File: src/sv/pstm_pkg.sv
`timescale 1ns / 1ps
`default_nettype none
// ----------------------------------------------------------------------------
// pstm_pkg
// Shared constants for the polyphonic square tone mixer.
// ----------------------------------------------------------------------------
package pstm_pkg;

  localparam int NUM_VOICES = 4;
  localparam int VOICE_W    = (NUM_VOICES > 1) ? $clog2(NUM_VOICES) : 1;

  localparam int FREQ_W  = 16;
  localparam int LEVEL_W = 8;
  localparam int CH_W    = 2;
  localparam int VEL_W   = 8;
  localparam int DIV_CNT_W = $clog2(FREQ_W);

  localparam logic [FREQ_W-1:0] SAMPLE_RATE_RESET = 16'd40000;

  localparam logic COMMAND_TICK = 1'b0;
  localparam logic COMMAND_NOTE = 1'b1;

endpackage
`default_nettype wire

File: src/sv/polyphonic_square_tone_mixer.sv
`timescale 1ns / 1ps
`default_nettype none
// ----------------------------------------------------------------------------
// polyphonic_square_tone_mixer
// Multi-voice square-wave mixer. A tick request is accepted, then a single
// shared phase unit sweeps the voices one per cycle, and then the output
// register is loaded. A set-note request with a nonzero frequency for an
// existing voice is accepted and then runs the bit-serial divider that forms
// period = sample_rate / tone_freq one quotient bit per cycle; a set-note with
// zero frequency or a channel beyond the voices completes in its accept cycle.
// One request is in work at a time; a finished level waits in the output
// register without holding up the next request, but a later tick holds in its
// last cycle until that register is free.
// ----------------------------------------------------------------------------
module polyphonic_square_tone_mixer (
  input  wire                           clk,
  input  wire                           rst,
  input  wire                           sample_rate_we,
  input  wire [pstm_pkg::FREQ_W-1:0]    sample_rate_wdata,
  input  wire                           cmd_valid,
  output logic                          cmd_ready,
  input  wire                           command,
  input  wire [pstm_pkg::CH_W-1:0]      channel,
  input  wire [pstm_pkg::FREQ_W-1:0]    tone_freq,
  input  wire [pstm_pkg::VEL_W-1:0]     velocity,
  output logic                          level_valid,
  input  wire                           level_ready,
  output logic [pstm_pkg::LEVEL_W-1:0]  level
);

  typedef enum logic [1:0] {IDLE, DIVIDE, SWEEP, EMIT} state_t;

  state_t state;

  logic [pstm_pkg::FREQ_W-1:0]  sample_rate;
  logic [pstm_pkg::FREQ_W-1:0]  period   [pstm_pkg::NUM_VOICES];
  logic [pstm_pkg::FREQ_W-1:0]  phase    [pstm_pkg::NUM_VOICES];
  logic [pstm_pkg::LEVEL_W-1:0] loudness [pstm_pkg::NUM_VOICES];

  // divider
  logic [pstm_pkg::FREQ_W-1:0]    rem;
  logic [pstm_pkg::FREQ_W-1:0]    quo;
  logic [pstm_pkg::FREQ_W-1:0]    divisor;
  logic [pstm_pkg::DIV_CNT_W-1:0] div_cnt;
  logic [pstm_pkg::VOICE_W-1:0]   div_voice;

  // sweep
  logic [pstm_pkg::VOICE_W-1:0]   vidx;
  logic [pstm_pkg::LEVEL_W-1:0]   sum;

  logic                           accept;
  logic                           emit_go;
  logic                           ch_ok;
  logic [pstm_pkg::VOICE_W+1:0]   ch_ext;
  logic [pstm_pkg::VOICE_W-1:0]   ch_idx;

  logic [pstm_pkg::FREQ_W:0]      trial;
  logic [pstm_pkg::FREQ_W+1:0]    diff;
  logic                           ge;
  logic [pstm_pkg::FREQ_W-1:0]    rem_next;

  logic [pstm_pkg::FREQ_W-1:0]    p_cur;
  logic [pstm_pkg::FREQ_W-1:0]    c_inc;
  logic [pstm_pkg::FREQ_W-1:0]    c_wrap;
  logic                           hit;
  logic [pstm_pkg::LEVEL_W:0]     sum_add;
  logic [pstm_pkg::LEVEL_W-1:0]   sum_next;

  assign cmd_ready = (state == IDLE);
  assign accept    = cmd_valid && cmd_ready;
  assign emit_go   = (state == EMIT) && (!level_valid || level_ready);
  assign ch_ok     = (32'(channel) < pstm_pkg::NUM_VOICES);
  assign ch_ext    = (pstm_pkg::VOICE_W + 2)'(channel);
  assign ch_idx    = ch_ext[pstm_pkg::VOICE_W-1:0];

  // restoring divide step: shift in the next dividend bit, try subtracting
  always_comb begin
    trial    = {rem, quo[pstm_pkg::FREQ_W-1]};
    diff     = {1'b0, trial} - (pstm_pkg::FREQ_W + 2)'(divisor);
    ge       = ~diff[pstm_pkg::FREQ_W+1];
    rem_next = ge ? diff[pstm_pkg::FREQ_W-1:0] : trial[pstm_pkg::FREQ_W-1:0];
  end

  // one voice per cycle: advance, wrap, and add loudness in the high half
  always_comb begin
    p_cur    = period[vidx];
    c_inc    = phase[vidx] + 16'd1;
    c_wrap   = (c_inc >= p_cur) ? '0 : c_inc;
    hit      = (p_cur != '0) && (c_wrap < (p_cur >> 1));
    sum_add  = {1'b0, sum} + {1'b0, loudness[vidx]};
    sum_next = sum;
    if (hit) begin
      sum_next = sum_add[pstm_pkg::LEVEL_W] ? '1 : sum_add[pstm_pkg::LEVEL_W-1:0];
    end
  end

  always_ff @(posedge clk) begin
    if (rst) begin
      state       <= IDLE;
      sample_rate <= pstm_pkg::SAMPLE_RATE_RESET;
      level_valid <= 1'b0;
      vidx        <= '0;
      div_cnt     <= '0;
      for (int v = 0; v < pstm_pkg::NUM_VOICES; v++) begin
        period[v]   <= '0;
        phase[v]    <= '0;
        loudness[v] <= '0;
      end
    end else begin
      if (sample_rate_we) begin
        sample_rate <= sample_rate_wdata;
      end
      if (emit_go) begin
        level_valid <= 1'b1;
      end else if (level_valid && level_ready) begin
        level_valid <= 1'b0;
      end

      unique case (state)
        IDLE: begin
          if (accept) begin
            if (command == pstm_pkg::COMMAND_NOTE) begin
              if (ch_ok) begin
                loudness[ch_idx] <= pstm_pkg::LEVEL_W'(velocity / pstm_pkg::NUM_VOICES);
                if (tone_freq == '0) begin
                  period[ch_idx] <= '0;
                end else begin
                  divisor   <= tone_freq;
                  quo       <= sample_rate;
                  rem       <= '0;
                  div_cnt   <= '0;
                  div_voice <= ch_idx;
                  state     <= DIVIDE;
                end
              end
            end else begin
              vidx  <= '0;
              sum   <= '0;
              state <= SWEEP;
            end
          end
        end

        DIVIDE: begin
          rem     <= rem_next;
          quo     <= {quo[pstm_pkg::FREQ_W-2:0], ge};
          div_cnt <= div_cnt + 1'b1;
          if (div_cnt == pstm_pkg::DIV_CNT_W'(pstm_pkg::FREQ_W - 1)) begin
            period[div_voice] <= {quo[pstm_pkg::FREQ_W-2:0], ge};
            state             <= IDLE;
          end
        end

        SWEEP: begin
          if (p_cur != '0) begin
            phase[vidx] <= c_wrap;
          end
          sum  <= sum_next;
          vidx <= vidx + 1'b1;
          if (vidx == pstm_pkg::VOICE_W'(pstm_pkg::NUM_VOICES - 1)) begin
            state <= EMIT;
          end
        end

        EMIT: begin
          // hold until the output register is free
          if (emit_go) begin
            level <= sum;
            state <= IDLE;
          end
        end

        default: state <= IDLE;
      endcase
    end
  end

endmodule
`default_nettype wire

File: config.mk
export PLATFORM = sky130hd
export DESIGN_NAME = polyphonic_square_tone_mixer
export DESIGN_NICKNAME = d
export VERILOG_FILES = /design/src/sv/pstm_pkg.sv /design/src/sv/polyphonic_square_tone_mixer.sv
export SDC_FILE = /design/constraint.sdc
export NUM_CORES = 1
export LEC_CHECK = 0
export BUFFER_PORTS_ARGS = -buffer_cell sky130_fd_sc_hd__buf_2
export CORE_AREA = 8 8 159 161
export DETAILED_ROUTE_END_ITERATION = 6
export DIE_AREA = 0 0 167 169
export GPL_ROUTABILITY_DRIVEN = 0
export PLACE_DENSITY_LB_ADDON = 0.2
export REMOVE_ABC_BUFFERS = 1
export SYNTH_ARGS = -nofsm -noshare
export SYNTH_HDL_FRONTEND = slang
export SYNTH_SLANG_ARGS = --single-unit
File: constraint.sdc
create_clock -name clk -period 5.55 [get_ports clk]
set_input_delay 1.11 -clock clk [delete_from_list [all_inputs] [get_ports clk]]
set_output_delay 1.11 -clock clk [all_outputs]
set_load 0.02 [all_outputs]
==> impl_metrics.py <==
metrics = {
    "logic_synthesis": {
        "ys_seq_area_share_pct": 57.6,
        "synth_ff_type": "edfxtp_1",
        "syn_avg_cell_area_um2": 12.0,
        "yosysWarnings": 0,
        "synth-edff-count": 218,
        "netlist_area_um2": 12300,
        "ys_ff_latch": 245,
        "yosysUniqueCellTypes": 58,
        "syn_inst": 1029,
        "async_flop_share_pct": 0,
    },
    "power_and_ir_drop": {
        "power.density_nw_per_um2": 322,
        "leakage_nw": 5.71,
        "peakVddDrop_mv": 0.251,
    },
    "critical_path": {
        "end_kind": "flip-flop",
        "start_kind": "flip-flop",
        "r2r_cells": 21,
        "critPathArrivalTime_ns": 5.42,
        "crit_type": "reg2reg",
        "rrSetupSlack_ns": 0.37,
        "critPathRequiredTime_ns": 5.79,
        "r2r_end": "sum[3]",
        "path_max_fanout": 10,
    },
    "clock_network": {
        "clkTransAtPathRegs_ns": 0.06,
        "cts_tree": "done",
        "clkSinkCount": 245,
        "cts-htree-levels": 1,
        "clock_path_buffers": 3,
        "cts_buffers": 26,
        "root_buffer": "clkbuf_16",
        "ctsResizeCount": 0,
        "cts_hold_buf": 0,
        "postCtsSetupRepairBufs": 0,
        "clk_latency_ns": 0.53,
    },
    "cells_and_area": {
        "num_antenna_cells": 0,
        "instances_no_fill": 1419,
        "seqCellArea_um2": 7090,
        "multi_input_area_um2": 4750,
        "fin_nets": 1214,
        "areaGrowthSynthToFinish_pct": 14.1,
        "post-route-util_pct": 61.2,
        "nFillCells": 1807,
        "drive_gt1_share_pct": 16.0,
    },
    "worst_hold_path": {
        "hp-start": "sum[0]",
        "holdCritPathClass": "reg2reg",
        "hold_end": "level[0]",
        "holdPathStages": 0,
    },
    "floorplan": {
        "dieArea_um2": 28200,
        "io_pins": 58,
        "num_rows": 56,
        "coreArea_um2": 22900,
        "die-height_um": 169,
        "die_w_um": 167,
        "initial_core_util_pct": 53.7,
    },
    "flow_run": {
        "maxCapViolations": 0,
    },
    "routing": {
        "dr.pass1.iters": 5,
        "via_per_inst": 5.53,
        "ant_nets": 0,
        "remaining_drc_errors": 0,
        "routed_wl_um": 24900,
        "num_vias": 7852,
        "routedWlPerCell_um": 17.5,
        "drtIter0Drc": 429,
    },
    "timing": {
        "fmax_mhz": 193,
        "fin_skew_ns": 0.0132,
        "hold_viol": 0,
        "setup_violations": 0,
        "tightest_slew_ns": 1.13,
        "period_share_pct": 93.3,
        "hold_ws_ns": 0.470,
        "max_slew_margin_pct": 24.5,
        "period_minus_slack_ns": 5.18,
        "drv_slew": 0,
    },
    "global_routing": {
        "overflow": 0,
        "antenna_found_initial": 0,
        "grt.total_usage_pct": 18.0,
        "grt_pass1_vias": 8153,
        "grt_pass1_wl_um": 41300,
        "grt_max_degree": 34,
    },
    "outcome": {
        "status": "finished, final reports clean",
    },
    "place": {
        "port_buffers": 55,
        "place_inst": 1371,
        "hpwl_um": 17400,
    },
}
-- layout make-up --
class / instances / area share (%)
sequential: 245 / 50.5
tap: 290 / 2.59
inverter: 79 / 2.11
multi-input combinational: 661 / 33.9
timing repair buffer: 96 / 4.34
clock buffer: 33 / 4.98
clock inverter: 15 / 1.58
-- routing by layer --
layer / track usage, % / share of wire (%) / wire [um] / up-vias
met3: 2.38 / 3.3 / 829 / 42
li1: - / - / - / 3878
met2: 31.6 / 49 / 12200 / 143
met4: 4.62 / 2.0 / 488 / 0
met5: 0 / 0 / 0 / -
met1: 23.4 / 46 / 11300 / 3789
-- metrics by stage --
step	TNS, ns	total power, mW	area [um^2]	setup slack, ns
global route	-0.0805	4.68	14000	-0.0124
CTS	0	4.55	14000	0.248
floorplan	-26.07	2.51	12100	-0.978
global placement	0	2.68	13100	0.387
detailed placement	0	2.70	13100	0.277
finish	0	4.52	14000	0.371
-- report_power, final --
group	total (mW)	internal [mW]	leakage, nW	switching, mW
Sequential	2.14	2.10	2.37	0.0385
Clock	1.86	1.16	0.444	0.693
Combinational	0.520	0.217	2.90	0.304
Total	4.52	3.48	5.71	1.03
-- sequential cells by signal, summed over array words and instances (netlist names), named ones only --
| register | cells |
|---|---|
| period | 64 |
| phase | 64 |
| loudness | 24 |
| divisor | 16 |
| quo | 16 |
| rem | 16 |
| sample_rate | 16 |
| level | 8 |
| sum | 8 |
| div_cnt | 4 |
| div_voice | 2 |
| state | 2 |
| vidx | 2 |
| level_valid | 1 |
-- critical path: stages, from the launching register on --
cell	delay, ns
dfxtp_4	0.46
mux4_2	0.60
and3_1	0.24
and3_1	0.21
and3_1	0.21
nand3_1	0.11
xor2_1	0.23
inv_1	0.08
ha_1	0.32
nand2_1	0.07
nor2_1	0.04
a211oi_1	0.34
o311ai_4	0.22
nor2_1	0.15
ha_1	0.26
a21oi_1	0.14
nor2_1	0.07
a211oi_1	0.40
o311ai_0	0.17
nor3_1	0.18
a22o_1	0.24
buf_12	0.14
-- cell usage after synthesis, drive strengths merged, types with 4 or more instances --
| cell type | n | share of area, % |
|---|---|---|
| o41ai | 5 | 0.36 |
| nand4 | 7 | 0.36 |
| nand2b | 9 | 0.46 |
| inv | 78 | 2.4 |
| edfxtp | 218 | 53 |
| nor2b | 6 | 0.31 |
| nor4 | 13 | 0.66 |
| a211oi | 11 | 0.67 |
| or3 | 4 | 0.20 |
| a21oi | 40 | 1.6 |
| nor3 | 13 | 0.53 |
| clkbuf | 33 | 1.0 |
| o21ai | 25 | 1.0 |
| and3 | 16 | 0.81 |
| a21o | 5 | 0.31 |
| nand3 | 14 | 0.57 |
| mux4 | 38 | 7.4 |
| ha | 55 | 5.6 |
| o21a | 9 | 0.55 |
| mux2i | 24 | 2.0 |
| xnor2 | 13 | 0.93 |
| and2 | 29 | 1.5 |
| nand2 | 101 | 3.1 |
| xor2 | 16 | 1.1 |
| dfxtp | 27 | 4.4 |
| nor2 | 171 | 5.4 |
| buf | 11 | 0.86 |
-- how the worst max path moves through the flow --
| stage | startpoint | depth (start not counted) | endpoint | slack, ns |
|---|---|---|---|---|
| 3_5_place_dp | flip-flop | 21 | sum[0] | 0.28 |
| 2_1_floorplan | flip-flop | 18 | sum[0] | -0.98 |
| 5_1_grt | flip-flop | 20 | sum[3] | -0.01 |
| 3_3_place_gp | flip-flop | 19 | sum[1] | 0.39 |
| 6_report | flip-flop | 21 | sum[3] | 0.37 |
| 4_1_cts | flip-flop | 19 | sum[3] | 0.25 |
-- placed cells by master, fill, tap and decap left out, drive strengths merged, types with 14 or more instances in the layout --
master  instances
a21oi          40
and2           29
and3           16
buf            96
clkbuf         33
dfxtp          27
edfxtp        218
ha             55
inv            78
mux2i          24
mux4           38
nand2         101
nand3          14
nor2          171
o21ai          25
xor2           16
-- logic make-up (layout without fill, tap and decap cells) --
kind of cell / after synthesis / in the layout / share of synthesized area, %
AND/OR/NAND/NOR: 394 / 394 / 14.6
flip-flops: 245 / 245 / 57.6
buffers and inverters: 123 / 223 / 4.28
AO/OA/AOI/OAI: 119 / 119 / 6.10
multiplexers: 62 / 62 / 9.40
adder cells (fa/ha/maj): 57 / 57 / 5.92
XOR/XNOR: 29 / 29 / 2.07
Power figures use the tool's default switching activity.
